[src/rtl/bfra_pkg.sv]
// Shared types, codes and defaults of the best-fit region allocator.
package bfra_pkg;

	localparam int DEF_ALIGNMENT       = 256;
	localparam int DEF_MAX_ALLOCATIONS = 64;
	localparam logic [31:0] CAPACITY_RESET = 32'd16777216;
	localparam logic [47:0] BASE_RESET     = 48'd0;

	localparam logic CMD_ALLOC   = 1'b0;
	localparam logic CMD_RELEASE = 1'b1;

	localparam logic REG_CAPACITY = 1'b0;
	localparam logic REG_BASE     = 1'b1;

	typedef enum logic [1:0] {
		STAT_OK          = 2'd0,
		STAT_NO_FIT      = 2'd1,
		STAT_BAD_RELEASE = 2'd2,
		STAT_TABLE_FULL  = 2'd3
	} status_t;

	typedef enum logic [2:0] {
		S_INIT,
		S_IDLE,
		S_FSCAN,
		S_USCAN,
		S_RSCAN,
		S_COMMIT,
		S_EMIT
	} state_t;

	typedef struct packed {
		logic        command;
		logic [31:0] request_bytes;
		logic [47:0] release_address;
	} in_item_t;

	typedef struct packed {
		logic [1:0]  status;
		logic [47:0] granted_address;
		logic [31:0] live_bytes;
		logic [31:0] peak_bytes;
	} out_item_t;

	// Classified request as handed from the front to the back.
	typedef struct packed {
		logic        command;
		logic        rel_ok;
		logic [32:0] units;
		logic [31:0] target;
	} class_t;

endpackage

[src/rtl/bfra_front.sv]
// Front part: rounds requests to units and resolves release offsets.
module bfra_front import bfra_pkg::*; #(
	parameter int ALIGNMENT = DEF_ALIGNMENT
) (
	input  in_item_t    item,
	input  logic [47:0] base,
	output class_t      cls
);
	localparam int LA = $clog2(ALIGNMENT);

	logic [32:0] sum;
	logic [32:0] units;
	logic [47:0] offset;

	always_comb begin
		sum    = {1'b0, item.request_bytes} + 33'(ALIGNMENT - 1);
		units  = sum >> LA;
		offset = item.release_address - base;
		cls.command = item.command;
		cls.units   = (units == '0) ? 33'd1 : units;
		// Offset must be aligned and land inside the unit range.
		cls.rel_ok  = (offset[LA-1:0] == '0) && (offset[47:32] == '0);
		cls.target  = 32'(offset[31:LA]);
	end
endmodule

[config.mk]
export PLATFORM = sky130hd
export DESIGN_NAME = bfra_front
export DESIGN_NICKNAME = d
export VERILOG_FILES = /design/src/rtl/bfra_pkg.sv /design/src/rtl/bfra_front.sv
export SDC_FILE = /design/constraint.sdc
export NUM_CORES = 1
export LEC_CHECK = 0
export ABC_AREA = 1
export BUFFER_PORTS_ARGS = -buffer_cell sky130_fd_sc_hd__buf_2
export CAP_MARGIN = 40
export CORE_ASPECT_RATIO = 1.25
export CORE_MARGIN = 3
export CORE_UTILIZATION = 43
export DETAILED_ROUTE_END_ITERATION = 10
export PLACE_DENSITY_LB_ADDON = 0.15
export SLEW_MARGIN = 20
export SYNTH_ARGS = -nofsm -noshare
export SYNTH_HDL_FRONTEND = slang
export SYNTH_SLANG_ARGS = --single-unit
[constraint.sdc]
create_clock -name vclk -period 8.1
set_input_delay 1.62 -clock vclk [all_inputs]
set_output_delay 1.62 -clock vclk [all_outputs]
set_load 0.05 [all_outputs]
======== Word level (Yosys, flattened, before mapping) ========
Cells that the tools add are included.
word-level totals
  bits in registers ....................... 0
  input bits .............................. 129
  output and inout bits ................... 67
  logic and storage cells ................. 7
cells by class
  add/subtract/negate cells ............... 2
  mux-type cells .......................... 1
  reduce and logical (&&, ||, !) cells .... 4
operators with widths
  cell                                                              number
  48-bit subtractor                                                 1
  32-bit by 8-bit adder with 33-bit output (second input constant)  1
  33-bit logical NOT                                                1
  25-bit two-way mux                                                1
  16-bit logical NOT                                                1
  8-bit logical NOT                                                 1
  1-bit logical AND                                                 1

======== Logic depth before layout (Yosys ltp) ========
  depth in word-level cells ............... 3
  depth in mapped cells ................... 19
  mapped depth without buffers ............ 19

======== Worst setup path after synthesis ========
OpenSTA, ideal clock, no wires.
  path kind ............................... input port to output port
  from .................................... input port item[60] (netlist bit)
  to ...................................... output port cls[32] (netlist bit)
  arrival ................................. 4,223 ps
  data required time ...................... 6,480 ps
  path slack .............................. 2,257 ps
  stages on the path ...................... 11
  cell sequence ........................... nand2_1 -> nor2_2 -> inv_1 -> nor2_1 -> nand2_1 -> nand2_4 -> nand2_4 -> nor4_1 -> nor3_1 -> nand2_1 -> nand2_1
RTL lines
  what                line             RTL
  start: declaration  bfra_front.sv:5  input in_item_t item,
  end: declaration    bfra_front.sv:7  output class_t cls

==> flow_results.xml <==
<?xml version="1.0" encoding="UTF-8"?>
<metrics>
  <group name="synthesis">
    <metric name="synth_common_cells" unit="">sky130_fd_sc_hd__nand2_1, sky130_fd_sc_hd__inv_1, sky130_fd_sc_hd__nor2_1</metric>
    <metric name="postSynthCellCount" unit="">1081</metric>
    <metric name="synth_most_common_cell" unit="">sky130_fd_sc_hd__nand2_1</metric>
    <metric name="synth_largest_area_cell" unit="">sky130_fd_sc_hd__nand2_1</metric>
    <metric name="post_synth.cell_area_avg" unit="sq um">4.801</metric>
    <metric name="synth-warning-count" unit="">0</metric>
    <metric name="synth_top_cells_by_area" unit="">sky130_fd_sc_hd__nand2_1, sky130_fd_sc_hd__inv_1, sky130_fd_sc_hd__ha_1</metric>
    <metric name="seq_area_frac_synth" unit="%">0</metric>
    <metric name="synth_largest_type_area_fraction" unit="%">29.15</metric>
    <metric name="synth.cell_area" unit="sq um">5190</metric>
    <metric name="post_synth_num_cell_types" unit="">35</metric>
  </group>
  <group name="power">
    <metric name="vdd_ir_drop_max" unit="mV">0.04882</metric>
    <metric name="pwr-share-clk" unit="%">0</metric>
    <metric name="share_comb_of_total_power" unit="%">100.0</metric>
    <metric name="cellPowerDensity" unit="nW/um^2">85.66</metric>
    <metric name="switching_power" unit="W">0.0003804</metric>
    <metric name="intPower" unit="W">0.0001516</metric>
    <metric name="power_switching_share" unit="%">71.50</metric>
    <metric name="power.leakage" unit="nW">4.063</metric>
    <metric name="p_seq_share" unit="%">0</metric>
  </group>
  <group name="timing">
    <metric name="grt_setup_unrepaired" unit="">no</metric>
    <metric name="slew_viol_final" unit="">0</metric>
    <metric name="final_critical_path_setup_slack" unit="ns">2.450</metric>
    <metric name="timing.setup.tns" unit="ns">0</metric>
    <metric name="hold_viol" unit="">0</metric>
    <metric name="final-setup-viol-count" unit="">0</metric>
    <metric name="max_freq" unit="MHz">177.0</metric>
    <metric name="time_the_worst_path_needs_with_i_o_delays_and_setup" unit="ns">5.650</metric>
    <metric name="period_utilization_post_route" unit="%">69.76</metric>
  </group>
  <group name="min_path">
    <metric name="worst_hold_path_type" unit="">in2out</metric>
  </group>
  <group name="floorplan">
    <metric name="core.rowCount" unit="">44</metric>
    <metric name="top_level_ports" unit="">196</metric>
    <metric name="initial_core_util" unit="%">44.26</metric>
    <metric name="floorplan.die.height" unit="microns">128.8</metric>
    <metric name="design.core.area" unit="sq um">11730</metric>
    <metric name="die_area" unit="sq um">13430</metric>
    <metric name="dieWidth" unit="microns">104.3</metric>
  </group>
  <group name="final_layout">
    <metric name="regArea" unit="sq um">0</metric>
    <metric name="syn_to_final_growth" unit="%">19.67</metric>
    <metric name="drive_above_1_share" unit="%">17.18</metric>
    <metric name="design.final.nets" unit="">1436</metric>
    <metric name="layout.sequential_cells" unit="">0</metric>
    <metric name="number_of_inserted_diodes" unit="">0</metric>
    <metric name="num-clock-buffers" unit="">0</metric>
  </group>
  <group name="critical_path">
    <metric name="worstPathMaxFanout" unit="">4</metric>
    <metric name="timing.critical_path.to_type" unit="">primary output</metric>
    <metric name="setup.worst_path.class" unit="">in2out</metric>
    <metric name="timing.critical_path.from" unit="">item[0]</metric>
    <metric name="arrival" unit="ns">4.03</metric>
    <metric name="worst_ep_required_time" unit="ns">6.48</metric>
    <metric name="setup.worst_path.start_class" unit="">input port</metric>
    <metric name="cp-endpoint" unit="">cls[65]</metric>
  </group>
  <group name="global_routing">
    <metric name="grt_pass1_vias" unit="">5966</metric>
    <metric name="antenna_found_initial" unit="">0</metric>
    <metric name="wire_length_of_the_first_global_routing_pass" unit="microns">26650</metric>
    <metric name="grt_overflow" unit="">0</metric>
    <metric name="track_usage" unit="%">23.50</metric>
    <metric name="largest_net_degree_at_the_start_of_global_routing" unit="">10</metric>
  </group>
  <group name="drt">
    <metric name="dr.pass1.iters" unit="">4</metric>
    <metric name="detail-route-antenna-nets" unit="">0</metric>
    <metric name="drc_errors" unit="">0</metric>
    <metric name="drt-vias-per-instance" unit="">4.707</metric>
    <metric name="drt_wl_total" unit="microns">16600</metric>
    <metric name="num_vias" unit="">6675</metric>
    <metric name="starting_drt_drc_count" unit="">309</metric>
    <metric name="wl_per_cell" unit="microns">11.70</metric>
  </group>
  <group name="placed_design">
    <metric name="io_buffers" unit="">178</metric>
    <metric name="gp_congestion" unit="">0.9974</metric>
    <metric name="detailedPlacementHpwl" unit="microns">15150</metric>
    <metric name="worst_setup_slack_before_clock_tree_synthesis" unit="ns">2.500</metric>
  </group>
  <group name="cts">
    <metric name="cts-hold-fix-buffers" unit="">0</metric>
    <metric name="post-cts-setup-buffers" unit="">0</metric>
    <metric name="postCtsResizedCells" unit="">0</metric>
  </group>
  <group name="run_status">
    <metric name="outcome" unit="">completed</metric>
  </group>
  <group name="run">
    <metric name="timing.max_cap.violations" unit="">0</metric>
  </group>
</metrics>
[power by group through the flow]
stage	clock network, W	logic [W]	registers [W]
2_1_floorplan	0	0.000394	0
6_report	0	0.000532	0
3_5_place_dp	0	0.000530	0
5_1_grt	0	0.000584	0
4_1_cts	0	0.000531	0
3_3_place_gp	0	0.000529	0
[worst min path at each step]
stage	from	endpoint	cells past startpoint
floorplan	item[80]	cls[66]	1
global placement	item[80]	cls[66]	0
detailed placement	item[80]	cls[66]	0
CTS	item[80]	cls[66]	0
global route	item[80]	cls[66]	0
finish	item[80]	cls[66]	0
[placed cells by master, fill, tap and decap left out]
| master | n |
|---|---|
| sky130_fd_sc_hd__nand2_1 | 403 |
| sky130_fd_sc_hd__inv_1 | 258 |
| sky130_fd_sc_hd__buf_2 | 178 |
| sky130_fd_sc_hd__nor2_1 | 122 |
| sky130_fd_sc_hd__nand3_1 | 48 |
| sky130_fd_sc_hd__ha_1 | 47 |
| sky130_fd_sc_hd__a21oi_1 | 41 |
| sky130_fd_sc_hd__xor2_1 | 27 |
| sky130_fd_sc_hd__nand4_1 | 19 |
| sky130_fd_sc_hd__conb_1 | 16 |
| sky130_fd_sc_hd__nor3_1 | 14 |
| sky130_fd_sc_hd__xnor2_1 | 10 |
| sky130_fd_sc_hd__nor2_2 | 9 |
| sky130_fd_sc_hd__o21ai_0 | 9 |
| sky130_fd_sc_hd__nand2_2 | 7 |
| sky130_fd_sc_hd__o21bai_1 | 7 |
| sky130_fd_sc_hd__nor3_2 | 6 |
| sky130_fd_sc_hd__nand3b_1 | 5 |
| sky130_fd_sc_hd__a31oi_1 | 4 |
| sky130_fd_sc_hd__o21ai_1 | 3 |
| sky130_fd_sc_hd__nand2_4 | 3 |
| sky130_fd_sc_hd__inv_2 | 2 |
| sky130_fd_sc_hd__nand3_2 | 2 |
| sky130_fd_sc_hd__and2_1 | 2 |
| sky130_fd_sc_hd__nor4_1 | 2 |
| sky130_fd_sc_hd__nor3_4 | 2 |
| sky130_fd_sc_hd__nor2_8 | 2 |
| sky130_fd_sc_hd__or2_2 | 2 |
| sky130_fd_sc_hd__nand4_2 | 1 |
| sky130_fd_sc_hd__o21ai_2 | 1 |
| sky130_fd_sc_hd__a21o_2 | 1 |
| sky130_fd_sc_hd__or2_1 | 1 |
| sky130_fd_sc_hd__clkinv_1 | 1 |
| sky130_fd_sc_hd__nand2b_1 | 1 |
| sky130_fd_sc_hd__fa_1 | 1 |
[logic make-up (layout without fill, tap and decap cells)]
| kind of cell | after synthesis | in the layout | share of synthesized area [%] |
|---|---|---|---|
| AOI/OAI and AO/OA | 66 | 66 | 6.943 |
| buffers and inverters | 278 | 439 | 21.34 |
| other | 1 | 16 | 0.07225 |
| and+or+nand+nor | 651 | 651 | 53.69 |
| xor gates and xnor gates | 37 | 37 | 6.244 |
| adders and majority gates | 48 | 48 | 11.72 |
[worst max-delay path: stages]
cell and delay [ns]:
sky130_fd_sc_hd__buf_2 0.08, sky130_fd_sc_hd__inv_1 0.03, sky130_fd_sc_hd__ha_1 0.21, sky130_fd_sc_hd__fa_1 0.40
sky130_fd_sc_hd__inv_1 0.07, sky130_fd_sc_hd__nand3_1 0.13, sky130_fd_sc_hd__nand3_1 0.18, sky130_fd_sc_hd__nand2_1 0.07
sky130_fd_sc_hd__nand2_1 0.11, sky130_fd_sc_hd__nand3_1 0.08, sky130_fd_sc_hd__nand3_1 0.15, sky130_fd_sc_hd__nand2_1 0.09
sky130_fd_sc_hd__nand2_1 0.06, sky130_fd_sc_hd__nand2_1 0.04, sky130_fd_sc_hd__nand2_1 0.06, sky130_fd_sc_hd__nand2_1 0.05
sky130_fd_sc_hd__nor2_1 0.09, sky130_fd_sc_hd__nand2_1 0.07, sky130_fd_sc_hd__nor2_1 0.14, sky130_fd_sc_hd__buf_2 0.29
[routing by layer]
layer  track usage (%)  up-vias  share of wire, %  routed length [microns]
met5                 0        -                 0                        0
met4             4.773        0               2.2                      357
met2             46.62      214                52                     8607
li1                  -     3569                 -                        -
met3             1.355       22               5.9                      984
met1             27.68     2870                40                     6647
[stage by stage]
step	cell area [sq um]	hold WS, ns	power [W]	instances	util (%)
global route	6211	3.240	0.0005840	1418	52.97
finish	6211	3.240	0.0005320	1418	52.97
detailed placement	6211	3.241	0.0005297	1418	52.97
global placement	6211	3.241	0.0005287	1418	52.97
floorplan	5246	3.407	0.0003940	1096	-
CTS	6211	3.241	0.0005315	1418	52.97
[layout make-up]
cell class                      count  area (sq um)
Timing Repair Buffer              178         890.9
Multi-Input combinational cell    818          4139
Fill cell                        1403          5515
Inverter                          261         979.7
Tap cell                          161         201.4
Note: power is estimated with default switching activity, not from simulation.
