**src/rtl/bfra_fifo.sv**
```systemverilog
// Small register queue used between the parts of the allocator.
module bfra_fifo #(
	parameter int W     = 8,
	parameter int DEPTH = 2
) (
	input  logic         clk,
	input  logic         arst_n,
	input  logic         push,
	input  logic [W-1:0] wdata,
	output logic         full,
	input  logic         pop,
	output logic [W-1:0] rdata,
	output logic         empty
);
	localparam int AW = (DEPTH > 1) ? $clog2(DEPTH) : 1;
	localparam int CW = $clog2(DEPTH + 1);

	logic [W-1:0]  buf_q [DEPTH];
	logic [AW-1:0] wptr_q, rptr_q;
	logic [CW-1:0] cnt_q;
	logic          do_push, do_pop;

	assign full    = (cnt_q == CW'(DEPTH));
	assign empty   = (cnt_q == '0);
	assign do_push = push && !full;
	assign do_pop  = pop && !empty;
	assign rdata   = buf_q[rptr_q];

	always_ff @(posedge clk or negedge arst_n) begin
		if (!arst_n) begin
			wptr_q <= '0;
			rptr_q <= '0;
			cnt_q  <= '0;
		end else begin
			if (do_push) begin
				wptr_q <= (wptr_q == AW'(DEPTH - 1)) ? '0 : wptr_q + AW'(1);
			end
			if (do_pop) begin
				rptr_q <= (rptr_q == AW'(DEPTH - 1)) ? '0 : rptr_q + AW'(1);
			end
			if (do_push && !do_pop) begin
				cnt_q <= cnt_q + CW'(1);
			end else if (do_pop && !do_push) begin
				cnt_q <= cnt_q - CW'(1);
			end
		end
	end

	always_ff @(posedge clk) begin
		if (do_push) begin
			buf_q[wptr_q] <= wdata;
		end
	end
endmodule

```
**config.mk**
```make
export PLATFORM = sky130hd
export DESIGN_NAME = bfra_fifo
export DESIGN_NICKNAME = d
export VERILOG_FILES = /design/src/rtl/bfra_fifo.sv
export SDC_FILE = /design/constraint.sdc
export NUM_CORES = 1
export LEC_CHECK = 0
export ABC_AREA = 1
export BUFFER_PORTS_ARGS = -buffer_cell sky130_fd_sc_hd__buf_2
export CORE_UTILIZATION = 56
export CTS_BUF_LIST = sky130_fd_sc_hd__clkbuf_8
export DETAILED_ROUTE_END_ITERATION = 12
export PLACE_DENSITY_LB_ADDON = 0.3
export SLEW_MARGIN = 10
export SYNTH_ARGS = -nofsm -noshare
export SYNTH_HDL_FRONTEND = slang
export SYNTH_SLANG_ARGS = --single-unit
export TNS_END_PERCENT = 5
```
**constraint.sdc**
```tcl
create_clock -name clk -period 2.2 [get_ports clk]
set_input_delay 0.22 -clock clk [delete_from_list [all_inputs] [get_ports clk]]
set_output_delay 0.22 -clock clk [all_outputs]
set_load 0.02 [all_outputs]
```
; Yosys cells after proc, flatten, opt, wreduce, memory -nomap -nowiden
; Memories as Yosys holds them, arrays and structs flattened.
; Cells that the tools add are included.
[word_totals]
ff_bits = 4
mem_bits_rw = 16
inputBits = 12
n_memories = 1
[op_classes]
add_sub_neg = 4
eq_ne = 1
n_mux = 6
n_reduce_logical = 10
[mem_list]
columns = memory, depth, width, read_ports, rd_ports_with_merged_regs, wr, line_no
row1 = buf_q, 2, 8, 1, 0, 1, 18  ; logic [W-1:0] buf_q [DEPTH];
[ops]
columns = op, count
row1 = $logic_and 1x1->1, 4
row2 = $logic_not 1->1, 4
row3 = $mux 1, 4
row4 = $mux 2, 2
row5 = $add 1x1->1 const B, 2
row6 = $add 2x1->2 const B, 1
row7 = $eq 2x2->1 const B, 1
row8 = $logic_not 2->1, 1
row9 = $reduce_bool 2->1, 1
row10 = $sub 2x1->2 const B, 1

; Longest topological paths before layout
; Gate-level depths: netlist of the first run.
[logic_depth]
ltp_word = 7
depth_mapped = 9
depth_no_buf = 9

; Least setup slack after synthesis of the first run
; Ideal clock, no wire load.
[synth_timing]
path_kind = register to register
startpoint = reg cnt_q[0]
endpoint = reg cnt_q[1]
setup_ns = 0.117
arrival_time_ns = 1.282
path_slack_ns = 0.801
stages_incl_launch_ff = 8
synth_period_minus_slack_ns = 1.399
cell_sequence = dfrtp_1 > nor2_2 > nor2_2 > ha_1 > inv_1 > nand3_1 > nand2_1 > nand2_1
[synth_between]
elab_chain_cells = 6
elab_cells_between_ends = 15
[synth_rtl]
columns = item, line_no
row1 = from (decl), 20  ; logic [CW-1:0] cnt_q;
row2 = from (signal assigned), 42  ; cnt_q <= cnt_q + CW'(1);
row3 = from (signal assigned), 44  ; cnt_q <= cnt_q - CW'(1);
row4 = $eq 2x2->1 (*), 23  ; assign full = (cnt_q == CW'(DEPTH));
row5 = net full, 10  ; output logic full,
row6 = $logic_not 1->1 (*), 25  ; assign do_push = push && !full;
row7 = $logic_and 1x1->1 (*), 25
row8 = $logic_not 1->1, 43  ; end else if (do_pop && !do_push) begin
row9 = $logic_and 1x1->1, 43
row10 = $reduce_bool 2->1 (no source line), -
; The timed path passes the listed nets; every way through them passes the cells marked *. The select of a mux whose other input is x is not followed.
; A chain may end at the register's enable or synchronous reset.

; Final worst setup path of the first run
[layout_timing]
startpoint = reg cnt_q[0]
endpoint = mem buf_q[1][0] (enable)
[layout_between]
elab_chain_cells = 5
[layout_rtl]
columns = item, line_no
row1 = $eq 2x2->1, 23
row2 = $logic_not 1->1, 25
row3 = $logic_and 1x1->1, 25
row4 = $mux 1, 50  ; if (do_push) begin
row5 = $mux 1 (not written as such), 51  ; buf_q[wptr_q] <= wdata;
row6 = to (decl), 18
; No other way between the ends.

==> results.cfg, run 1 <==
[logic_synthesis]
syn_inst = 73
netlist_top_cells_area = edfxtp_1, nand2_1, dfrtp_1, inv_1, ha_1
synthesis.area_sq_um = 810
synth_cell_types = 14
syn_area_per_cell_sq_um = 11.1
synth.top_cell.area_share_pct = 59.4
async_flop_share_pct = 20.0
syn_nets = 86
yosysTopAreaCell = edfxtp_1
yosysWarnings = 0
synth-edff-count = 16
synth_ff_type = edfxtp_1
ys_ff_latch = 20
yosysSeqAreaShare_pct = 71.7

[timing]
timing.setup.tns_ps = 0
setup_viol = 0
relSlewSlack_pct = 56.0
setup_ws_ps = 701
fmax_mhz = 667
fin_crit_sh_pct = 68.1
rsz0062_at_grt = no
holdWs_ps = 155
hold_violations = 0
finalClockSkew_ps = 1.01
worstMarginPinSlew_ps = 657
post-route-min-period_ps = 1500
finalMaxSlewViolations = 0

[clock_tree]
numCtsBuffers = 3
cts_tree = yes
ctsResizeCount = 0
clock_latency_ps = 250
post_cts_buffers = 0
cts_max_level = 1
clock_sinks = 20
ctsLongestPathBuffers = 2
cts_root_buf = clkbuf_8
holdBufCountCts = 1
cts.clk_slew.worst_paths_ps = 70

[grt]
antenna_found_initial = 0
track_usage_pct = 18.1
grt_overflow_total = 0
grt_first_pass_wirelength_um = 1790
grt_max_degree = 12
grt_pass1_vias = 425

[floorplanning]
coreArea_sq_um = 1320
dieArea_sq_um = 1600
dieWidth_um = 40.0
initial_core_util_pct = 61.4
die_y_um = 40.0
io_pins = 22
rows = 13

[setup_path]
crit_chain = o21ai_0 -> nor2_1
r2r_slack_ps = 700
cp-end-kind = register
path_class = reg -> reg
crit_path_max_fanout = 8
cp.required_ps = 2090
start_kind = register
slowest_delay_ps = 530
worst_path_dominant_cell_family = simple AND/OR/NAND/NOR gates
slowest_stage = nor2_1
cp.buffers_inverters = 0
arrival_ps = 1390

[layout]
final_cells = 113
nNetsFinal = 112
syn_to_final_growth_pct = 21.5
fillers = 85
final_util_pct = 74.6
mostFrequentLayoutCells = nand2_1, buf_2, edfxtp_1
drive_gt1_share_pct = 27.6
final_common_cell = nand2_1
design_area_sq_um = 983
register_area_sq_um = 581
n_antenna_cell = 0
multi_input_area_sq_um = 194

[detailed_routing]
via_per_inst = 4.83
dr.pass1.iters = 4
drt_iter0_drc = 24
wirelength_um = 1230
wl_per_cell_um = 10.9
drc_errors = 0
vias = 546
ant_nets = 0

[place]
dp_hpwl_um = 915
pre_cts_ws_ps = 703
dpl_cell_area_sq_um = 928
gp_congestion = 0.817
port_buffers = 21
dp.cells = 108

[power]
power.total_mw = 1.34
power_leakage_nw = 0.472
powerDensity_nw_per_um2 = 1360
vdd_drop_max_v = 0.00112

[worst_hold_path]
hp-class = in -> reg

[outcome]
status = complete, no violations

[run]
drv_cap = 0
[metal layers]
layer | track usage (%) | wire length (um) | vias up | share of wire, %
met5 | 0 | 0 | - | 0
li1 | - | - | 288 | -
met4 | 11.2 | 5 | 0 | 0.41
met2 | 29.0 | 626 | 17 | 51
met3 | 6.11 | 67 | 2 | 5.4
met1 | 20.5 | 533 | 239 | 43
[worst paths after layout]
kind | startpoint | endpoint | cells past startpoint
hold / removal | wdata[3] | buf_q[0][3] | 1
max in group asynchronous | arst_n | rptr_q | 2
min in group asynchronous | arst_n | cnt_q[1] | 2
setup reg to reg | cnt_q[0] | buf_q[1][0] | 2
hold reg to reg | wptr_q | wptr_q | 2
setup / recovery | cnt_q[0] | buf_q[1][0] | 2
[flip-flops by register name, indices dropped and copies added, names as in the netlist]
signal and flops:
buf_q 16, wptr_q 1, rptr_q 1, cnt_q 2
[worst reg2reg max path, delay by kind of cell, from the launching register on]
kind            cells  cell delay (ps)
flops               1              460
simple gates        1              530
compound gates      1              150
[Yosys cell counts, types with 2 or more instances]
library cell  instances
nand2_1              33
edfxtp_1             16
inv_1                 7
dfrtp_1               4
nor2_1                2
nor2_2                2
o21ai_0               2
[cell families (layout without fill, tap and decap cells)]
kind of cell | Yosys count | in the layout | synth area share, %
XOR/XNOR | 1 | 1 | 1.08
AND/OR/NAND/NOR | 40 | 40 | 20.1
flip-flops | 20 | 20 | 71.7
adder cells (fa/ha/maj) | 1 | 1 | 1.55
buffers and inverters | 9 | 34 | 4.33
AO/OA/AOI/OAI | 2 | 2 | 1.24
[where the power goes]
| group | switching [mW] | internal, mW |
|---|---|---|
| sequential | 0.0663 | 0.527 |
| clock | 0.109 | 0.124 |
| combinational | 0.346 | 0.170 |
[layout make-up]
cell class / count / area share, %
clock inverters: 1 / 0.382
repair buffers: 22 / 11.7
inverters: 8 / 3.05
flip-flops and latches: 20 / 59.0
multi-input cells: 44 / 19.7
well taps: 15 / 1.91
clock buffers: 3 / 4.20
Note: power is estimated with default switching activity, not from simulation.
==> run 2: changes to the inputs <==
--- a/config.mk
+++ b/config.mk
@@ -7,7 +7,7 @@
 export LEC_CHECK = 0
 export ABC_AREA = 1
 export BUFFER_PORTS_ARGS = -buffer_cell sky130_fd_sc_hd__buf_2
-export CORE_UTILIZATION = 56
+export CORE_UTILIZATION = 47
 export CTS_BUF_LIST = sky130_fd_sc_hd__clkbuf_8
 export DETAILED_ROUTE_END_ITERATION = 12
 export PLACE_DENSITY_LB_ADDON = 0.3
==> constraint.sdc (replaced) <==
create_clock -name clk -period 1.2 [get_ports clk]
set_input_delay 0.12 -clock clk [delete_from_list [all_inputs] [get_ports clk]]
set_output_delay 0.12 -clock clk [all_outputs]
set_load 0.02 [all_outputs]
==> run 2 against run 1 <==
The run now ends with DRC, setup timing left. Wire length rose by 22%. Cell count rose by 11%. Cell area rose by 18%. Utilization rose by 0.075 points. Non-clock buffer count rose by 11. Maximum frequency rose by 13%. Sequential share of layout area fell by 9.0 points. Largest cell class unchanged. Largest power group is now combinational logic.
==> results.cfg, run 2 (same netlist as run 1, synthesis figures left out) <==
[run]
drv_cap = 0

[layout]
drive_gt1_share_pct = 44.0
syn_to_final_growth_pct = 43.9
reg.largest.list = buf_q (16), cnt_q (2)
largest_register_ffs = 16
n_antenna_cell = 0
nNetsFinal = 123
regMostFlops = buf_q
final_common_cell = nand2_1
mostFrequentLayoutCells = nand2_1, edfxtp_1, buf_2

[place]
gp_congestion = 0.854
port_buffers = 21
dp_hpwl_um = 993
pre_cts_ws_ps = -170

[grt]
grt_overflow_total = 0
track_usage_pct = 16.9
grt_pass1_vias = 534
grt_max_degree = 12
antenna_found_initial = 0
grt_first_pass_wirelength_um = 2260

[setup_path]
cp.required_ps = 1340
crit_path_max_fanout = 4
path_class = reg -> reg
crit_top_cell = nor2_4
slowest_stage = dfrtp_1
arrival_ps = 1460
slowest_delay_ps = 430
crit_chain = inv_2 -> nor2_4 -> nor2_4 -> ha_4 -> buf_4 -> xnor2_1
cp-end-kind = register
start_kind = register

[floorplanning]
initial_core_util_pct = 51.9
io_pins = 22
die_y_um = 43.5
rows = 14
coreArea_sq_um = 1560
dieArea_sq_um = 1890
dieWidth_um = 43.5

[power]
clock_power_share_pct = 13.9
powerDensity_nw_per_um2 = 2620
power_leakage_nw = 0.542
vdd_drop_max_v = 0.00167
power.internal_mw = 1.92
p_sw_mw = 1.13
seq_power_share_pct = 36.3
combPwrFrac_pct = 49.8
p_sw_share_pct = 37.1

[timing]
finalMaxSlewViolations = 0
relSlewSlack_pct = 81.2
rsz0062_at_grt = yes
setup_ws_ps = -122
post-route-min-period_ps = 1320
fin_crit_sh_pct = 110
worstMarginPinSlew_ps = 279
hold_violations = 0
holdWs_ps = 55.1
fmax_mhz = 756
setup_viol = 26
finalClockSkew_ps = 1.41

[detailed_routing]
vias = 591
dr.pass1.iters = 8
ant_nets = 0
wirelength_um = 1510
wl_per_cell_um = 12.0
drc_errors = 4
via_per_inst = 4.73
drt_iter0_drc = 13

[clock_tree]
clock_sinks = 20
clock_latency_ps = 250
cts_max_level = 1
cts_root_buf = clkbuf_8
cts.clk_slew.worst_paths_ps = 70
cts_tree = yes
numCtsBuffers = 3
ctsLongestPathBuffers = 2

[outcome]
violations = DRC, setup timing
status = finished with violations

[worst_hold_path]
hp-class = in -> reg
-- run 2: cell types whose count changed in the layout (fill, tap and decap cells not counted), sizes merged --
cell	previous run	this run
buf	21	32
-- run 2: metal layers --
metal  track usage, %  vias up  share of wire [%]
li1                 -      307                  -
met1             20.1      263                 45
met2             29.4       19                 50
met4             7.50        0               0.53
met3             3.75        2                3.6
met5                0        -                  0
-- run 2: path summary, 6_finish.rpt --
| check | start | endpoint | slack [ps] | cells past startpoint |
|---|---|---|---|---|
| worst max-delay path | cnt_q[1] | cnt_q[0] | -120 | 6 |
| worst min-delay path | wdata[7] | buf_q[0][7] | 60 | 1 |
| worst max register to register | cnt_q[1] | cnt_q[0] | -120 | 6 |
| worst min register to register | wptr_q | wptr_q | 490 | 2 |
| max in group asynchronous | arst_n | rptr_q | 870 | 2 |
| min in group asynchronous | arst_n | wptr_q | 190 | 2 |
-- run 2: layout make-up --
class                      instances  area (sq um)
sequential                        20           583
tap                               16          20.0
timing repair buffer              33           254
clock inverter                     1          3.75
multi-input combinational         44           230
fill                             103           394
inverter                           8          32.5
clock buffer                       3          41.3
-- run 2: power groups by stage --
stage	clock [mW]	sequential (mW)	combinational, mW
6_report	0.425	1.11	1.52
5_1_grt	0.463	1.13	1.64
4_1_cts	0.438	1.10	1.39
3_5_place_dp	0	1.10	1.16
3_3_place_gp	0	1.09	1.13
2_1_floorplan	0	1.06	0.740
-- run 2: critical path, delay by kind of cell, from the launching register on --
kind,cells,cell delay (ps)
adders and majority gates,1,220
and+or+nand+nor,2,190
xor gates and xnor gates,1,120
buffers and inverters,2,240
DFF,1,430
-- run 2: per-stage QoR --
step	util [%]	TNS, ps	cell area [sq um]	power (mW)	std cells
2_1_floorplan	-	-94.8	818	1.80	73
3_3_place_gp	63.9	-878	996	2.22	115
3_5_place_dp	63.9	-1930	996	2.26	115
4_1_cts	72.0	-910	1120	2.93	124
5_1_grt	74.7	-3170	1160	3.23	125
6_report	74.7	-1360	1160	3.05	125
-- run 2: what timing repair did --
item | CTS | global route
pin swaps | 3 | 5
resized for setup | 16 | 8
endpoints found under the setup margin | 27 | 28
hold buffers | 1 | 0
setup buffers | 4 | 1
endpoints found under the hold margin | 4 | 0
==> run 3: changes to the inputs <==
--- a/config.mk
+++ b/config.mk
@@ -10,7 +10,9 @@
 export CORE_UTILIZATION = 47
 export CTS_BUF_LIST = sky130_fd_sc_hd__clkbuf_8
 export DETAILED_ROUTE_END_ITERATION = 12
+export HOLD_SLACK_MARGIN = 0.02
 export PLACE_DENSITY_LB_ADDON = 0.3
+export SETUP_SLACK_MARGIN = 0.15
 export SLEW_MARGIN = 10
 export SYNTH_ARGS = -nofsm -noshare
 export SYNTH_HDL_FRONTEND = slang
==> constraint.sdc (replaced) <==
create_clock -name clk -period 1.15 [get_ports clk]
set_input_delay 0.115 -clock clk [delete_from_list [all_inputs] [get_ports clk]]
set_output_delay 0.115 -clock clk [all_outputs]
set_load 0.02 [all_outputs]
==> run 3 against run 2 <==
The run still ends with DRC, setup timing left. Cell count decreased by 1.6%. Via count fell by 2.9%. Count of clock-buffer cells in the layout unchanged. Sequential share of layout area increased by 1.8 points. Global-route usage up 0.71 points. Utilization decreased by 2.6 points.
==> results.cfg, run 3 (same netlist as run 1, synthesis figures left out) <==
[setup_path]
crit_path_max_fanout = 4
start_kind = register
cp-end-kind = register
arrival_ps = 1400
r2r_slack_ps = -100
cp.buffers_inverters = 2
path_class = reg -> reg
r2r_start = cnt_q[1]
cp.required_ps = 1290
worst_path_dominant_cell_family = flip-flops
slowest_stage = dfrtp_1
r2r_end = cnt_q[1]
crit_chain = inv_2 -> nor2_4 -> nor2_4 -> ha_4 -> inv_2 -> nand3_2 -> nand2_1 -> nand2_1
reg2reg_depth = 8
slowest_delay_ps = 430

[layout]
fillers = 117
drive_gt1_share_pct = 43.9
mostFrequentLayoutCells = nand2_1, buf_2, edfxtp_1
reg.largest.list = buf_q (16), cnt_q (2)
final_cells = 123
final_util_pct = 72.1
n_antenna_cell = 0
largest_register_ffs = 16
nNetsFinal = 121
regMostFlops = buf_q
syn_to_final_growth_pct = 38.8
final_common_cell = nand2_1

[timing]
rsz0062_at_grt = yes
setup_viol = 27
setup_ws_ps = -105
finalMaxSlewViolations = 0
relSlewSlack_pct = 81.3
holdWs_ps = 48.9
fin_crit_sh_pct = 109
post-route-min-period_ps = 1250
fmax_mhz = 797
finalClockSkew_ps = 1.83
hold_violations = 0
worstMarginPinSlew_ps = 278

[clock_tree]
cts_root_buf = clkbuf_8
clock_sinks = 20
cts_tree = yes
cts_max_level = 1
clock_latency_ps = 250
ctsLongestPathBuffers = 2
numCtsBuffers = 3
cts.clk_slew.worst_paths_ps = 70

[power]
power_leakage_nw = 0.522
powerDensity_nw_per_um2 = 2670
vdd_drop_max_v = 0.00152

[worst_hold_path]
hold_path_end = buf_q[0][7]
hp-class = in -> reg
holdPathStages = 1
min_from = wdata[7]

[grt]
antenna_found_initial = 0
track_usage_pct = 17.6
grt_first_pass_wirelength_um = 2300
grt_overflow_total = 0
grt_max_degree = 12
grt_pass1_vias = 511

[place]
dp_hpwl_um = 1000
dp.cells = 115
gp_congestion = 0.835
port_buffers = 21

[detailed_routing]
vias = 574
top_layer = met4
wirelength_um = 1390
drt_iter0_drc = 16
wirelength_met1_um = 646
via_per_inst = 4.67
wl_met2_um = 665
drc_errors = 4
ant_nets = 0
dr.pass1.iters = 8
wl_per_cell_um = 11.3
wl_met3_um = 65

[floorplanning]
initial_core_util_pct = 51.9
coreArea_sq_um = 1560
io_pins = 22
die_y_um = 43.5
dieWidth_um = 43.5
rows = 14
dieArea_sq_um = 1890

[outcome]
status = finished with violations
violations = DRC, setup timing

[run]
drv_cap = 0
## run 3: cell types whose count changed in the layout (fill, tap and decap cells not counted), sizes merged
cell,previous run,this run
clkinv,1,2
buf,32,30
inv,8,7
## run 3: worst max path at each step
stage               depth (start not counted)  slack [ps]     start           to
floorplan                                   8        -140  cnt_q[1]     cnt_q[1]
global placement                            6        -150  cnt_q[0]     cnt_q[1]
detailed placement                          6        -190  cnt_q[0]     cnt_q[1]
CTS                                         6        -110  cnt_q[1]  buf_q[0][6]
global route                                8        -190  cnt_q[1]     cnt_q[1]
finish                                      8        -100  cnt_q[1]     cnt_q[1]
## run 3: power by group
group          internal [mW]  switching, mW  total [mW]
combinational          0.614          0.790        1.40
clock                  0.237          0.207       0.444
sequential              1.01          0.137        1.15
total                   1.87           1.13        3.00
## run 3: cell type report
type / count / area (sq um) / area share (%)
clock buffers: 3 / 41.3 / 3.67
well taps: 16 / 20.0 / 1.78
flip-flops and latches: 20 / 583 / 51.9
repair buffers: 31 / 208 / 18.5
clock inverters: 1 / 3.75 / 0.334
multi-input cells: 44 / 233 / 20.7
inverters: 8 / 35.0 / 3.12
## run 3: per-stage QoR
stage / area [sq um] / power (mW) / setup TNS [ps] / setup WS [ps]
after floorplan: 818 / 1.88 / -829 / -145
after global placement: 996 / 2.32 / -1780 / -151
after detailed placement: 996 / 2.35 / -2460 / -185
after CTS: 1110 / 2.99 / -2210 / -107
after global routing: 1120 / 3.21 / -3710 / -189
final: 1120 / 3.00 / -1990 / -105
## run 3: what timing repair did
action,in CTS,in global routing
gates resized for setup,12,4
hold endpoints to repair,4,0
setup endpoints to repair,28,30
hold buffers,1,0
buffers inserted,3,0
pin swaps,1,1
## run 3: per-layer routing
metal / GRT usage, % / vias to the layer above
met3: 4.17 / 2
met2: 28.5 / 15
met5: 0 / -
li1: - / 305
met4: 7.50 / 0
met1: 22.9 / 252
